==> src/rtl/core/fader_soft_takeover_macros.svh <==
// assertion macros for the fader soft-takeover block
// used by the controller and the datapath; no other dependencies
`ifndef FADER_SOFT_TAKEOVER_MACROS_SVH
`define FADER_SOFT_TAKEOVER_MACROS_SVH

// same-cycle implication
`define FST_ASSERT_NOW(lbl, clk, rstn, ante, cons) \
  lbl: assert property (@(posedge clk) disable iff (!rstn) (ante) |-> (cons)) \
    else $error("fst: same-cycle check failed");

// next-cycle implication
`define FST_ASSERT_NEXT(lbl, clk, rstn, ante, cons) \
  lbl: assert property (@(posedge clk) disable iff (!rstn) (ante) |=> (cons)) \
    else $error("fst: next-cycle check failed");

`endif

==> src/rtl/core/fst_pkg.sv <==
// shared types and constants for the fader soft-takeover block
// no dependencies
`timescale 1ns / 1ps
`default_nettype none

package fst_pkg;

  localparam int FADER_COUNT_DEF = 8;
  localparam int ADC_SHIFT       = 5;

  localparam logic [6:0] THRESH_RST = 7'd3;
  localparam logic [6:0] NOISE_RST  = 7'd2;

  // register word indexes
  localparam logic REG_THRESH = 1'b0;
  localparam logic REG_NOISE  = 1'b1;

  // result kinds
  localparam logic KIND_VOLUME = 1'b0;
  localparam logic KIND_NOTE   = 1'b1;

  typedef enum logic [1:0] {
    REQ_SAMPLE = 2'd0,
    REQ_TARGET = 2'd1,
    REQ_BANK   = 2'd2,
    REQ_MODE   = 2'd3
  } req_e;

  typedef enum logic [2:0] {
    ST_IDLE,
    ST_SAMPLE,
    ST_SAMP_NOTE,
    ST_SAMP_VOL,
    ST_TGT_SCAN,
    ST_TGT_NOTE,
    ST_CHANGE,
    ST_CLR_EMIT
  } state_e;

  typedef struct packed {
    logic load_req;
    logic idx_inc;
    logic upd_sample;
    logic write_last;
    logic set_pick;
    logic write_target;
    logic apply_change;
    logic emit;
    logic emit_kind;
    logic emit_needs;
    logic emit_last;
  } cmd_t;

  typedef struct packed {
    logic in_range;
    logic drop;
    logic picked;
    logic near_sample;
    logic match;
    logic near_target;
    logic same_cfg;
    logic idx_last;
    logic out_free;
  } sts_t;

endpackage

`default_nettype wire

==> src/rtl/core/fst_ctrl.sv <==
// controller state machine of the fader soft-takeover block
// depends on fst_pkg and fader_soft_takeover_macros.svh
`timescale 1ns / 1ps
`default_nettype none
`include "fader_soft_takeover_macros.svh"

module fst_ctrl
  import fst_pkg::*;
(
  input  wire logic       clk_i,
  input  wire logic       rst_ni,
  input  wire logic       s_axis_tvalid,
  input  wire logic [1:0] s_axis_tuser,
  output logic            s_axis_tready,
  input  wire sts_t       sts_i,
  output cmd_t            cmd_o
);

  state_e state_q, state_d;

  always_ff @(posedge clk_i or negedge rst_ni) begin
    if (!rst_ni) begin
      state_q <= ST_IDLE;
    end else begin
      state_q <= state_d;
    end
  end

  always_comb begin
    state_d       = state_q;
    cmd_o         = '0;
    s_axis_tready = 1'b0;
    unique case (state_q)
      ST_IDLE: begin
        s_axis_tready = 1'b1;
        if (s_axis_tvalid) begin
          cmd_o.load_req = 1'b1;
          unique case (req_e'(s_axis_tuser)) inside
            REQ_SAMPLE:         state_d = ST_SAMPLE;
            REQ_TARGET:         state_d = ST_TGT_SCAN;
            REQ_BANK, REQ_MODE: state_d = ST_CHANGE;
          endcase
        end
      end
      ST_SAMPLE: begin
        if (!sts_i.in_range || sts_i.drop) begin
          state_d = ST_IDLE;
        end else begin
          cmd_o.upd_sample = 1'b1;
          if (sts_i.picked) begin
            state_d = ST_SAMP_VOL;
          end else if (sts_i.near_sample) begin
            cmd_o.set_pick = 1'b1;
            state_d        = ST_SAMP_NOTE;
          end else begin
            cmd_o.write_last = 1'b1;
            state_d          = ST_IDLE;
          end
        end
      end
      ST_SAMP_NOTE: begin
        cmd_o.emit      = 1'b1;
        cmd_o.emit_kind = KIND_NOTE;
        if (sts_i.out_free) state_d = ST_SAMP_VOL;
      end
      ST_SAMP_VOL: begin
        cmd_o.emit      = 1'b1;
        cmd_o.emit_kind = KIND_VOLUME;
        cmd_o.emit_last = 1'b1;
        if (sts_i.out_free) begin
          cmd_o.write_last = 1'b1;
          state_d          = ST_IDLE;
        end
      end
      ST_TGT_SCAN: begin
        if (sts_i.match) begin
          cmd_o.write_target = 1'b1;
          if (!sts_i.picked && sts_i.near_target) begin
            cmd_o.set_pick = 1'b1;
            state_d        = ST_TGT_NOTE;
          end else begin
            state_d = ST_IDLE;
          end
        end else if (sts_i.idx_last) begin
          state_d = ST_IDLE;
        end else begin
          cmd_o.idx_inc = 1'b1;
        end
      end
      ST_TGT_NOTE: begin
        cmd_o.emit      = 1'b1;
        cmd_o.emit_kind = KIND_NOTE;
        cmd_o.emit_last = 1'b1;
        if (sts_i.out_free) state_d = ST_IDLE;
      end
      ST_CHANGE: begin
        if (sts_i.same_cfg) begin
          state_d = ST_IDLE;
        end else begin
          cmd_o.apply_change = 1'b1;
          state_d            = ST_CLR_EMIT;
        end
      end
      ST_CLR_EMIT: begin
        cmd_o.emit       = 1'b1;
        cmd_o.emit_kind  = KIND_NOTE;
        cmd_o.emit_needs = 1'b1;
        cmd_o.emit_last  = sts_i.idx_last;
        if (sts_i.out_free) begin
          if (sts_i.idx_last) begin
            state_d = ST_IDLE;
          end else begin
            cmd_o.idx_inc = 1'b1;
          end
        end
      end
      default: state_d = ST_IDLE;
    endcase
  end

  // the notification pass ends on the beat of the highest fader
  `FST_ASSERT_NEXT(a_clr_pass_ends, clk_i, rst_ni,
    (state_q == ST_CLR_EMIT && sts_i.idx_last && sts_i.out_free), (state_q == ST_IDLE))

endmodule

`default_nettype wire

==> src/rtl/core/fst_datapath.sv <==
// per-fader state, request latch and output register of the soft-takeover block
// depends on fst_pkg and fader_soft_takeover_macros.svh
`timescale 1ns / 1ps
`default_nettype none
`include "fader_soft_takeover_macros.svh"

module fst_datapath
  import fst_pkg::*;
#(
  parameter int FADER_COUNT = FADER_COUNT_DEF
) (
  input  wire logic        clk_i,
  input  wire logic        rst_ni,
  input  wire logic [6:0]  thresh_i,
  input  wire logic [6:0]  noise_i,
  input  wire logic [39:0] s_axis_tdata,
  input  wire logic [1:0]  s_axis_tuser,
  input  wire cmd_t        cmd_i,
  output sts_t             sts_o,
  output logic             m_axis_tvalid,
  input  wire logic        m_axis_tready,
  output logic [39:0]      m_axis_tdata,
  output logic             m_axis_tuser,
  output logic             m_axis_tlast
);

  localparam int IW = (FADER_COUNT > 1) ? $clog2(FADER_COUNT) : 1;

  // latched request
  req_e        req_q;
  logic [2:0]  fader_q;
  logic [11:0] adc_q;
  logic [7:0]  trk_q;
  logic [6:0]  lvl_q;
  logic [7:0]  bank_q;
  logic [1:0]  mode_q;

  // per-fader and global state
  logic [7:0]             last_q  [FADER_COUNT];
  logic [6:0]             phys_q  [FADER_COUNT];
  logic [6:0]             tgt_q   [FADER_COUNT];
  logic [7:0]             track_q [FADER_COUNT];
  logic [FADER_COUNT-1:0] picked_q;
  logic [7:0]             bank_now_q;
  logic [1:0]             mode_now_q;
  logic [IW-1:0]          idx_q;

  // output register
  logic        ovalid_q;
  logic [39:0] odata_q;
  logic        okind_q;
  logic        olast_q;

  logic [6:0]        v;
  logic signed [9:0] nd;
  logic [9:0]        nd_abs;
  logic [7:0]        sd, td;
  logic              out_free;
  logic              load;
  logic [13:0]       v14;
  logic [6:0]        ovol;
  logic [39:0]       odata_d;

  assign v        = adc_q[11:ADC_SHIFT];
  assign out_free = !ovalid_q || m_axis_tready;
  assign load     = cmd_i.emit && out_free;

  always_comb begin
    nd     = $signed({3'b000, v}) - $signed({{2{last_q[idx_q][7]}}, last_q[idx_q]});
    nd_abs = nd[9] ? 10'(-nd) : 10'(nd);
    sd     = (v >= tgt_q[idx_q]) ? 8'(v - tgt_q[idx_q]) : 8'(tgt_q[idx_q] - v);
    td     = (phys_q[idx_q] >= lvl_q) ? 8'(phys_q[idx_q] - lvl_q) : 8'(lvl_q - phys_q[idx_q]);

    sts_o.in_range    = (32'(fader_q) < FADER_COUNT);
    sts_o.drop        = (nd_abs <= {3'b000, noise_i});
    sts_o.picked      = picked_q[idx_q];
    sts_o.near_sample = (sd <= {1'b0, thresh_i});
    sts_o.match       = (track_q[idx_q] == trk_q);
    sts_o.near_target = (td <= {1'b0, thresh_i});
    sts_o.same_cfg    = (req_q == REQ_BANK) ? (bank_q == bank_now_q) : (mode_q == mode_now_q);
    sts_o.idx_last    = (idx_q == IW'(FADER_COUNT - 1));
    sts_o.out_free    = out_free;
  end

  // volume is scaled to 14 bits as v * 129
  always_comb begin
    ovol    = (cmd_i.emit_kind == KIND_VOLUME) ? v : 7'd0;
    v14     = {ovol, 7'd0} + {7'd0, ovol};
    odata_d = {7'd0, v14[6:0], v14[13:7], ovol, cmd_i.emit_needs, track_q[idx_q], 3'(idx_q)};
  end

  always_ff @(posedge clk_i) begin
    if (cmd_i.load_req) begin
      req_q   <= req_e'(s_axis_tuser);
      fader_q <= s_axis_tdata[2:0];
      adc_q   <= s_axis_tdata[14:3];
      trk_q   <= s_axis_tdata[22:15];
      lvl_q   <= s_axis_tdata[29:23];
      bank_q  <= s_axis_tdata[37:30];
      mode_q  <= s_axis_tdata[39:38];
    end
    if (load) begin
      odata_q <= odata_d;
      okind_q <= cmd_i.emit_kind;
      olast_q <= cmd_i.emit_last;
    end
  end

  always_ff @(posedge clk_i or negedge rst_ni) begin
    if (!rst_ni) begin
      for (int i = 0; i < FADER_COUNT; i++) begin
        last_q[i]  <= 8'hFF;
        phys_q[i]  <= 7'd0;
        tgt_q[i]   <= 7'd0;
        track_q[i] <= 8'(i);
      end
      picked_q   <= '0;
      bank_now_q <= 8'd0;
      mode_now_q <= 2'd0;
      idx_q      <= '0;
      ovalid_q   <= 1'b0;
    end else begin
      if (cmd_i.load_req) begin
        // samples address their own fader, everything else scans from zero
        idx_q <= (req_e'(s_axis_tuser) == REQ_SAMPLE) ? IW'(s_axis_tdata[2:0]) : '0;
      end else if (cmd_i.idx_inc) begin
        idx_q <= idx_q + IW'(1);
      end
      if (cmd_i.upd_sample)   phys_q[idx_q] <= v;
      if (cmd_i.write_last)   last_q[idx_q] <= {1'b0, v};
      if (cmd_i.write_target) tgt_q[idx_q]  <= lvl_q;
      if (cmd_i.set_pick)     picked_q[idx_q] <= 1'b1;
      if (cmd_i.apply_change) begin
        picked_q <= '0;
        if (req_q == REQ_BANK) begin
          bank_now_q <= bank_q;
          for (int i = 0; i < FADER_COUNT; i++) begin
            track_q[i] <= bank_q + 8'(i);
          end
        end else begin
          mode_now_q <= mode_q;
        end
      end
      if (load) begin
        ovalid_q <= 1'b1;
      end else if (m_axis_tready) begin
        ovalid_q <= 1'b0;
      end
    end
  end

  assign m_axis_tvalid = ovalid_q;
  assign m_axis_tdata  = odata_q;
  assign m_axis_tuser  = okind_q;
  assign m_axis_tlast  = olast_q;

  // a volume beat only ever leaves for a picked-up fader
  `FST_ASSERT_NOW(a_vol_picked, clk_i, rst_ni,
    (load && cmd_i.emit_kind == KIND_VOLUME), (picked_q[idx_q]))
  // after the last needs-pickup beat no fader holds its pickup
  `FST_ASSERT_NEXT(a_clear_done, clk_i, rst_ni,
    (load && cmd_i.emit_last && cmd_i.emit_needs), (picked_q == '0))

endmodule

`default_nettype wire

==> src/rtl/core/fader_soft_takeover.sv <==
// top level of the fader soft-takeover block: register port, controller, datapath
// depends on fst_pkg, fst_ctrl and fst_datapath
//
//   port group   dir   tdata                  tuser         tlast
//   s_axis       in    request fields (40b)   req_type      -
//   m_axis       out   result fields (40b)    result_kind   last_of_run
//   apb          in    two 7-bit registers at byte 0 and 4
//
// one request at a time: a target update compares one fader per cycle,
// a bank or mode change sends one notification beat per cycle unless
// m_axis stalls.
// the output register frees the input side while a beat waits; a stalled
// m_axis holds the sequencer at its next emit. reset needs no clearing pass.
`timescale 1ns / 1ps
`default_nettype none

module fader_soft_takeover
  import fst_pkg::*;
#(
  parameter int FADER_COUNT = FADER_COUNT_DEF
) (
  input  wire logic        clk_i,
  input  wire logic        rst_ni,
  input  wire logic        s_axis_tvalid,
  output logic             s_axis_tready,
  // fader_index, adc_sample, track_number, remote_level, new_bank_offset, new_mode
  input  wire logic [39:0] s_axis_tdata,
  // req_type
  input  wire logic [1:0]  s_axis_tuser,
  output logic             m_axis_tvalid,
  input  wire logic        m_axis_tready,
  // fader_number, out_track, needs_pickup, volume_7bit, value_msb, value_lsb, 7 pad bits
  output logic [39:0]      m_axis_tdata,
  // result_kind
  output logic             m_axis_tuser,
  output logic             m_axis_tlast,
  input  wire logic        psel,
  input  wire logic        penable,
  input  wire logic        pwrite,
  input  wire logic [2:0]  paddr,
  input  wire logic [31:0] pwdata,
  output logic [31:0]      prdata,
  output logic             pready
);

  logic [6:0] thresh_q, noise_q;
  logic       wr_en;
  cmd_t       cmd;
  sts_t       sts;

  assign pready = 1'b1;
  assign wr_en  = psel && penable && pwrite && pready;

  always_ff @(posedge clk_i or negedge rst_ni) begin
    if (!rst_ni) begin
      thresh_q <= THRESH_RST;
      noise_q  <= NOISE_RST;
    end else if (wr_en) begin
      unique case (paddr[2])
        REG_THRESH: thresh_q <= pwdata[6:0];
        REG_NOISE:  noise_q  <= pwdata[6:0];
        default:    thresh_q <= thresh_q;
      endcase
    end
  end

  always_comb begin
    unique case (paddr[2])
      REG_THRESH: prdata = {25'd0, thresh_q};
      REG_NOISE:  prdata = {25'd0, noise_q};
      default:    prdata = 32'd0;
    endcase
  end

  fst_ctrl u_ctrl (
    .clk_i         (clk_i),
    .rst_ni        (rst_ni),
    .s_axis_tvalid (s_axis_tvalid),
    .s_axis_tuser  (s_axis_tuser),
    .s_axis_tready (s_axis_tready),
    .sts_i         (sts),
    .cmd_o         (cmd)
  );

  fst_datapath #(
    .FADER_COUNT (FADER_COUNT)
  ) u_dp (
    .clk_i         (clk_i),
    .rst_ni        (rst_ni),
    .thresh_i      (thresh_q),
    .noise_i       (noise_q),
    .s_axis_tdata  (s_axis_tdata),
    .s_axis_tuser  (s_axis_tuser),
    .cmd_i         (cmd),
    .sts_o         (sts),
    .m_axis_tvalid (m_axis_tvalid),
    .m_axis_tready (m_axis_tready),
    .m_axis_tdata  (m_axis_tdata),
    .m_axis_tuser  (m_axis_tuser),
    .m_axis_tlast  (m_axis_tlast)
  );

endmodule

`default_nettype wire

==> config.mk <==
export PLATFORM = sky130hd
export DESIGN_NAME = fader_soft_takeover
export DESIGN_NICKNAME = d
export VERILOG_FILES = /design/src/rtl/core/fst_pkg.sv /design/src/rtl/core/fst_ctrl.sv /design/src/rtl/core/fst_datapath.sv /design/src/rtl/core/fader_soft_takeover.sv
export VERILOG_INCLUDE_DIRS = /design/src /design/src/rtl/core
export SDC_FILE = /design/constraint.sdc
export NUM_CORES = 1
export LEC_CHECK = 0
export BUFFER_PORTS_ARGS = -buffer_cell sky130_fd_sc_hd__buf_2
export CORE_MARGIN = 5
export CORE_UTILIZATION = 34
export DETAILED_ROUTE_END_ITERATION = 6
export SLEW_MARGIN = 20
export SYNTH_ARGS = -nofsm -noshare
export SYNTH_HDL_FRONTEND = slang
export SYNTH_SLANG_ARGS = --single-unit
export TNS_END_PERCENT = 100
==> constraint.sdc <==
create_clock -name clk_i -period 7.4 [get_ports clk_i]
set_input_delay 0.37 -clock clk_i [delete_from_list [all_inputs] [get_ports clk_i]]
set_output_delay 0.37 -clock clk_i [all_outputs]
set_load 0.02 [all_outputs]
### Yosys cells after proc, flatten, opt, wreduce, memory -nomap -nowiden

Index checks and enable logic that the tools add are counted.

| storage, ports and cells | value |
|---|---|
| bits in registers | 345 |
| input port bits | 84 |
| output and inout port bits | 77 |
| word-level logic and storage cells | 189 |

| operators by class | value |
|---|---|
| $add $sub $neg | 15 |
| $lt $le $gt $ge | 9 |
| equality and inequality tests | 19 |
| multiplexer cells | 72 |
| bitwise gates (word level) | 4 |
| reductions and logical operators | 22 |

Operators by type and width:

| operator | number |
|---|---|
| $bwmux 56 | 2 |
| $mux 8 | 9 |
| $bwmux 64 | 1 |
| $pmux 32 s2 | 1 |
| $bmux 8 s3 | 2 |
| $bmux 7 s3 | 2 |
| $mux 7 | 6 |
| $mux 3 | 13 |
| $add 8x3->8 const B | 4 |
| $sub 7x7->8 | 4 |
| $demux 8 s3 | 1 |
| $demux 7 s3 | 1 |
| $pmux 3 s7 | 1 |
| $mux 1 | 20 |
| $add 8x2->8 const B | 2 |
| $eq 8x8->1 | 2 |
| $le 8x7->1 | 2 |
| $eq 3x3->1 const B | 5 |
| $add 14x7->14 | 1 |
| $ge 7x7->1 | 2 |
| $le 10x7->1 | 1 |
| $mux 10 | 1 |
| $neg 10->10 | 1 |
| $pmux 3 s3 | 1 |
| 32 further kinds | 56 |

### Logic depth before layout (Yosys ltp)

| depth | value |
|---|---|
| depth in word-level cells | 13 |
| mapped depth | 29 |
| mapped depth without buffers | 24 |

### Hierarchy

From an unflattened synthesis, not the netlist that was laid out.

| unflattened totals | value |
|---|---|
| cells, all modules | 1538 |
| area total of the unflattened synthesis | 16768.6 um^2 |

By module, submodules not included:

| module | instances | cells each | area an instance (um^2) | sequential area each (um^2) |
|---|---|---|---|---|
| fst_datapath | 1 | 1415 | 15486.1 | 7846.3 |
| fader_soft_takeover | 1 | 66 | 840.8 | 354.1 |
| fst_ctrl | 1 | 57 | 441.7 | 75.1 |

### Least setup slack after synthesis

No wires, ideal clock.

| timing | value |
|---|---|
| kind | reg-to-reg |
| start point | register u_dp.idx_q[2] |
| end point | register u_dp.last_q[40] (netlist bit) |
| setup time | 0.085 ns |
| arrival time | 5.797 ns |
| required time | 7.315 ns |
| slack | 1.518 ns |
| stages on the path, launching flop included | 29 |
| path buffers | 6 |
| clock period less this slack | 5.882 ns |
| path through | dfrtp_1 -> buf_4 -> buf_4 -> buf_2 -> clkbuf_1 -> nor2_1 -> clkbuf_1 -> a22oi_1 -> and4_1 -> inv_1 -> ha_1 -> inv_1 -> fa_1 -> a21o_1 -> a21oi_1 -> a311oi_1 -> or2_1 -> buf_2 -> mux2i_1 -> o21ai_0 -> a21oi_1 -> xnor2_1 -> ha_1 -> and4_1 -> nand4_1 -> a22oi_1 -> a211oi_4 -> o21ai_4 -> mux2_1 |

| between the ends | value |
|---|---|
| cells in the longest elaborated chain, start to end | 11 |
| elaborated cells on any way between the ends | 28 |
| those cells by class | 4 x add/sub; 5 x order compare; 17 x mux; 1 x bitwise; 1 x reduce/logical |

RTL lines:

| what | line | RTL |
|---|---|---|
| from (decl) | fst_datapath.sv:46 | `logic [IW-1:0] idx_q;` |
| from (signal assigned) | fst_datapath.sv:125 | `idx_q <= (req_e'(s_axis_tuser) == REQ_SAMPLE) ? IW'(s_axis_tdata[2:0]) : '0;` |
| from (signal assigned) | fst_datapath.sv:127 | `idx_q <= idx_q + IW'(1);` |
| parallel branches: the longest is 11 deep, another holds $neg 10->10 | n/a |  |
| to (signal, indexed assignment) | fst_datapath.sv:130 | `if (cmd_i.write_last) last_q[idx_q] <= {1'b0, v};` |
| to (decl) | fst_datapath.sv:39 | `logic [7:0] last_q [FADER_COUNT];` |

Parallel ways; which one is timed is not known. The select of a mux whose other input is x is not followed.
A chain may end at the register's enable or synchronous reset.

### Final worst setup path

| timing | value |
|---|---|
| start point | register u_dp.idx_q[1] |
| end point | register u_dp.last_q[41] (netlist bit) |

The elaborated chain is that of the path after synthesis.

==> results.json <==
{
  "first_global_vias": 11700,
  "max_stage_delay_ns": 0.73,
  "synth.avg_cell_area_sq_um": 11.7,
  "dp_hpwl_mm": 29.4,
  "finalClockSkew_ns": 0.0189,
  "hp-class": "input pin to register",
  "yosys_most_used_dff": "dfrtp_1",
  "crit_arrival_ns": 7.15,
  "yosys_warnings": 0,
  "power.density_nw_per_um2": 449,
  "power.leakage_nw": 8.50,
  "post-route-drc-count": 0,
  "rows": 81,
  "reg2reg_from": "u_dp.idx_q[1]",
  "final_cell_mix": "mux2_2, dfrtp_1, buf_2",
  "avgViaCountPerCell": 5.07,
  "synth_cell_types": 83,
  "grt_max_degree": 155,
  "maxCapViolations": 0,
  "first_iter_violations": 666,
  "wire_per_inst_um": 19.2,
  "ant_nets": 0,
  "pin_count": 161,
  "grt_first_pass_wirelength_mm": 67.5,
  "fmax_ghz": 0.150,
  "area_delta_synth_final_pct": 15.2,
  "fin_crit_ns": 6.69,
  "synth_edf_count": 55,
  "drive_gt1_share_pct": 31.5,
  "final_core_util_pct": 39.7,
  "gp_congestion": 0.822,
  "path_cells": "or2_2 -> nor2_2 -> a22oi_1 -> and4_1 -> inv_1 -> ha_1 -> inv_1 -> fa_1 -> a21o_1 -> a21oi_1 -> a311oi_1 -> or2_1 -> mux2i_1 -> o21ai_0 -> a21oi_1 -> xnor2_1 -> ha_1 -> and4_1 -> nand4_1 -> a22oi_1 -> buf_4 -> a211oi_4 -> o21ai_4 -> mux2_1",
  "nFillCells": 4774,
  "fp.dieW_um": 233,
  "coreArea_sq_um": 49100,
  "fin_cells": 2253,
  "crit_slowest_cell": "a211oi_4",
  "mostFrequentLayoutCell": "mux2_2",
  "portBuffers": 95,
  "finalHoldViolations": 0,
  "status": "finished clean",
  "dp_cells": 2154,
  "syn_inst": 1444,
  "syn-cell-area_sq_um": 16900,
  "clk_path_buf_depth": 3,
  "tritoncts": "done",
  "crit_path_end_kind": "register",
  "cts_buffers": 36,
  "post-route-period-util_pct": 90.4,
  "initial_core_util_pct": 34.4,
  "wirelength_mm": 43.2,
  "synthArstFlopShare_pct": 82.6,
  "hold_path_startpoint": "s_axis_tuser[0]",
  "cts_root_buf": "clkbuf_16",
  "crit_path_max_fanout": 16,
  "setup_viol": 0,
  "yosysSeqAreaShare_pct": 49.0,
  "crit_start": "u_dp.idx_q[1]",
  "clkSinkCount": 316,
  "fin_nets": 1720,
  "slew_viol_final": 0,
  "slew_headroom_pct": 36.0,
  "antenna_found_initial": 1,
  "startpoint_type": "register",
  "fp.dieArea_sq_um": 54200,
  "vias": 11400,
  "ys_seq_elements": 316,
  "drtPass1Iterations": 5,
  "htreeDepth": 2,
  "power_mw": 8.74,
  "clk_pin_slew_worst_paths_ns": 0.06,
  "rsz0062_at_grt": "no",
  "die_y_um": 233,
  "crit_required_ns": 7.86,
  "final.setup.tns_ns": 0,
  "path_class": "register to register",
  "worst_pin_slew_ns": 0.958,
  "clk_latency_ns": 0.55,
  "overflow": 0,
  "peakVddDrop_uv": 199,
  "n_antenna_cell": 0,
  "track_usage_pct": 15.9
}
[critical path: cells and delay by family (launching register included)]
family	cells	cell delay (ns)
muxes	2	0.67
DFF	1	0.56
AOI/OAI and AO/OA	9	2.11
xor gates and xnor gates	1	0.15
and+or+nand+nor	6	1.99
adders and majority gates	3	0.80
buffers and inverters	3	0.32
[sequential cells by signal (all words and copies together), names as in the netlist]
register,flops
u_dp.last_q,64
u_dp.phys_q,56
u_dp.tgt_q,56
u_dp.track_q,46
u_dp.m_axis_tdata,19
u_dp.bank_now_q,8
u_dp.bank_q,8
u_dp.picked_q,8
u_dp.trk_q,8
noise_q,7
thresh_q,7
u_dp.adc_q,7
u_dp.lvl_q,7
u_ctrl.state_q,3
u_dp.idx_q,3
u_dp.mode_now_q,2
u_dp.mode_q,2
u_dp.req_q,2
u_dp.m_axis_tlast,1
u_dp.m_axis_tuser,1
u_dp.m_axis_tvalid,1
[worst paths after layout]
kind                       cells after the start  slack [ns]               to
setup / recovery                              24        0.71  u_dp.last_q[41]
hold / removal                                 1        0.05    u_dp.req_q[0]
setup reg to reg                              24        0.71  u_dp.last_q[41]
hold reg to reg                                2        0.47  u_dp.track_q[2]
max in group asynchronous                      3        5.48    u_dp.idx_q[2]
min in group asynchronous                      2        0.45   u_dp.tgt_q[47]
[layout make-up]
type                       count  area [sq um]  share of cell area (%)
sequential                   316          8280                    42.5
multi-input combinational    975          7860                    40.4
timing repair buffer         161          1090                    5.60
clock buffer                  57          1080                    5.56
tap                          664           831                    4.27
inverter                      71           267                    1.37
clock inverter                 9          56.3                   0.289
[cell usage after synthesis, types with 11 or more instances]
cell type	instances	area share, %
clkbuf_1	48	1.1
a22oi_1	79	3.5
inv_1	69	1.5
ha_1	70	5.2
nor2b_1	11	0.41
nand2_1	88	2.0
mux2_2	193	13
nand4_1	11	0.41
nand3_1	12	0.36
a21o_1	14	0.62
and2_1	11	0.41
buf_4	52	2.3
nor2_1	56	1.2
and4_1	18	0.93
dfrtp_1	187	28
mux2i_1	23	1.4
xor2_1	25	1.3
edfxtp_1	55	9.8
dfstp_2	74	12
xnor2_1	48	2.5
a21oi_1	43	1.3
o21ai_0	68	2.0
[routing by layer]
layer,GRT usage (%),vias up,wire length [um]
li1,-,5334,-
met2,26.8,231,20600
met1,21.3,5796,19800
met5,0,-,20
met3,2.88,57,1940
met4,3.62,2,775
[through the flow]
step	instance area [sq um]	hold slack [ns]	setup WS [ns]
6_report	19500	0.0493	0.712
5_1_grt	19500	0.0231	0.317
4_1_cts	19500	0.0108	0.759
3_5_place_dp	18000	0.458	0.792
3_3_place_gp	18000	0.449	0.836
2_1_floorplan	17000	0.0744	1.52
[kinds of logic (layout without fill, tap and decap cells)]
| group | count (synthesis) | after routing | synth area share, % |
|---|---|---|---|
| AND/OR/NAND/NOR | 279 | 279 | 8.71 |
| other | 2 | 33 | 0.0445 |
| buffers and inverters | 184 | 298 | 5.33 |
| multiplexers | 227 | 227 | 15.4 |
| adder cells (fa/ha/maj) | 75 | 75 | 5.78 |
| AO/OA/AOI/OAI | 288 | 288 | 12.0 |
| flip-flops | 316 | 316 | 49.0 |
| XOR/XNOR | 73 | 73 | 3.79 |
[timing repair]
action                                 4_1_cts  5_1_grt
buffers inserted                             0        0
resized for setup                            0        0
endpoints found under the hold margin      136        0
hold buffers                                33        0
[power by group]
group	switching [mW]	total, mW	internal (mW)	leakage (nW)
combinational	2.33	4.06	1.73	4.21
clock	0.717	1.72	1.01	0.561
sequential	0.445	2.95	2.51	3.73
total	3.49	8.74	5.25	8.50
Note: power is estimated with default switching activity, not from simulation.
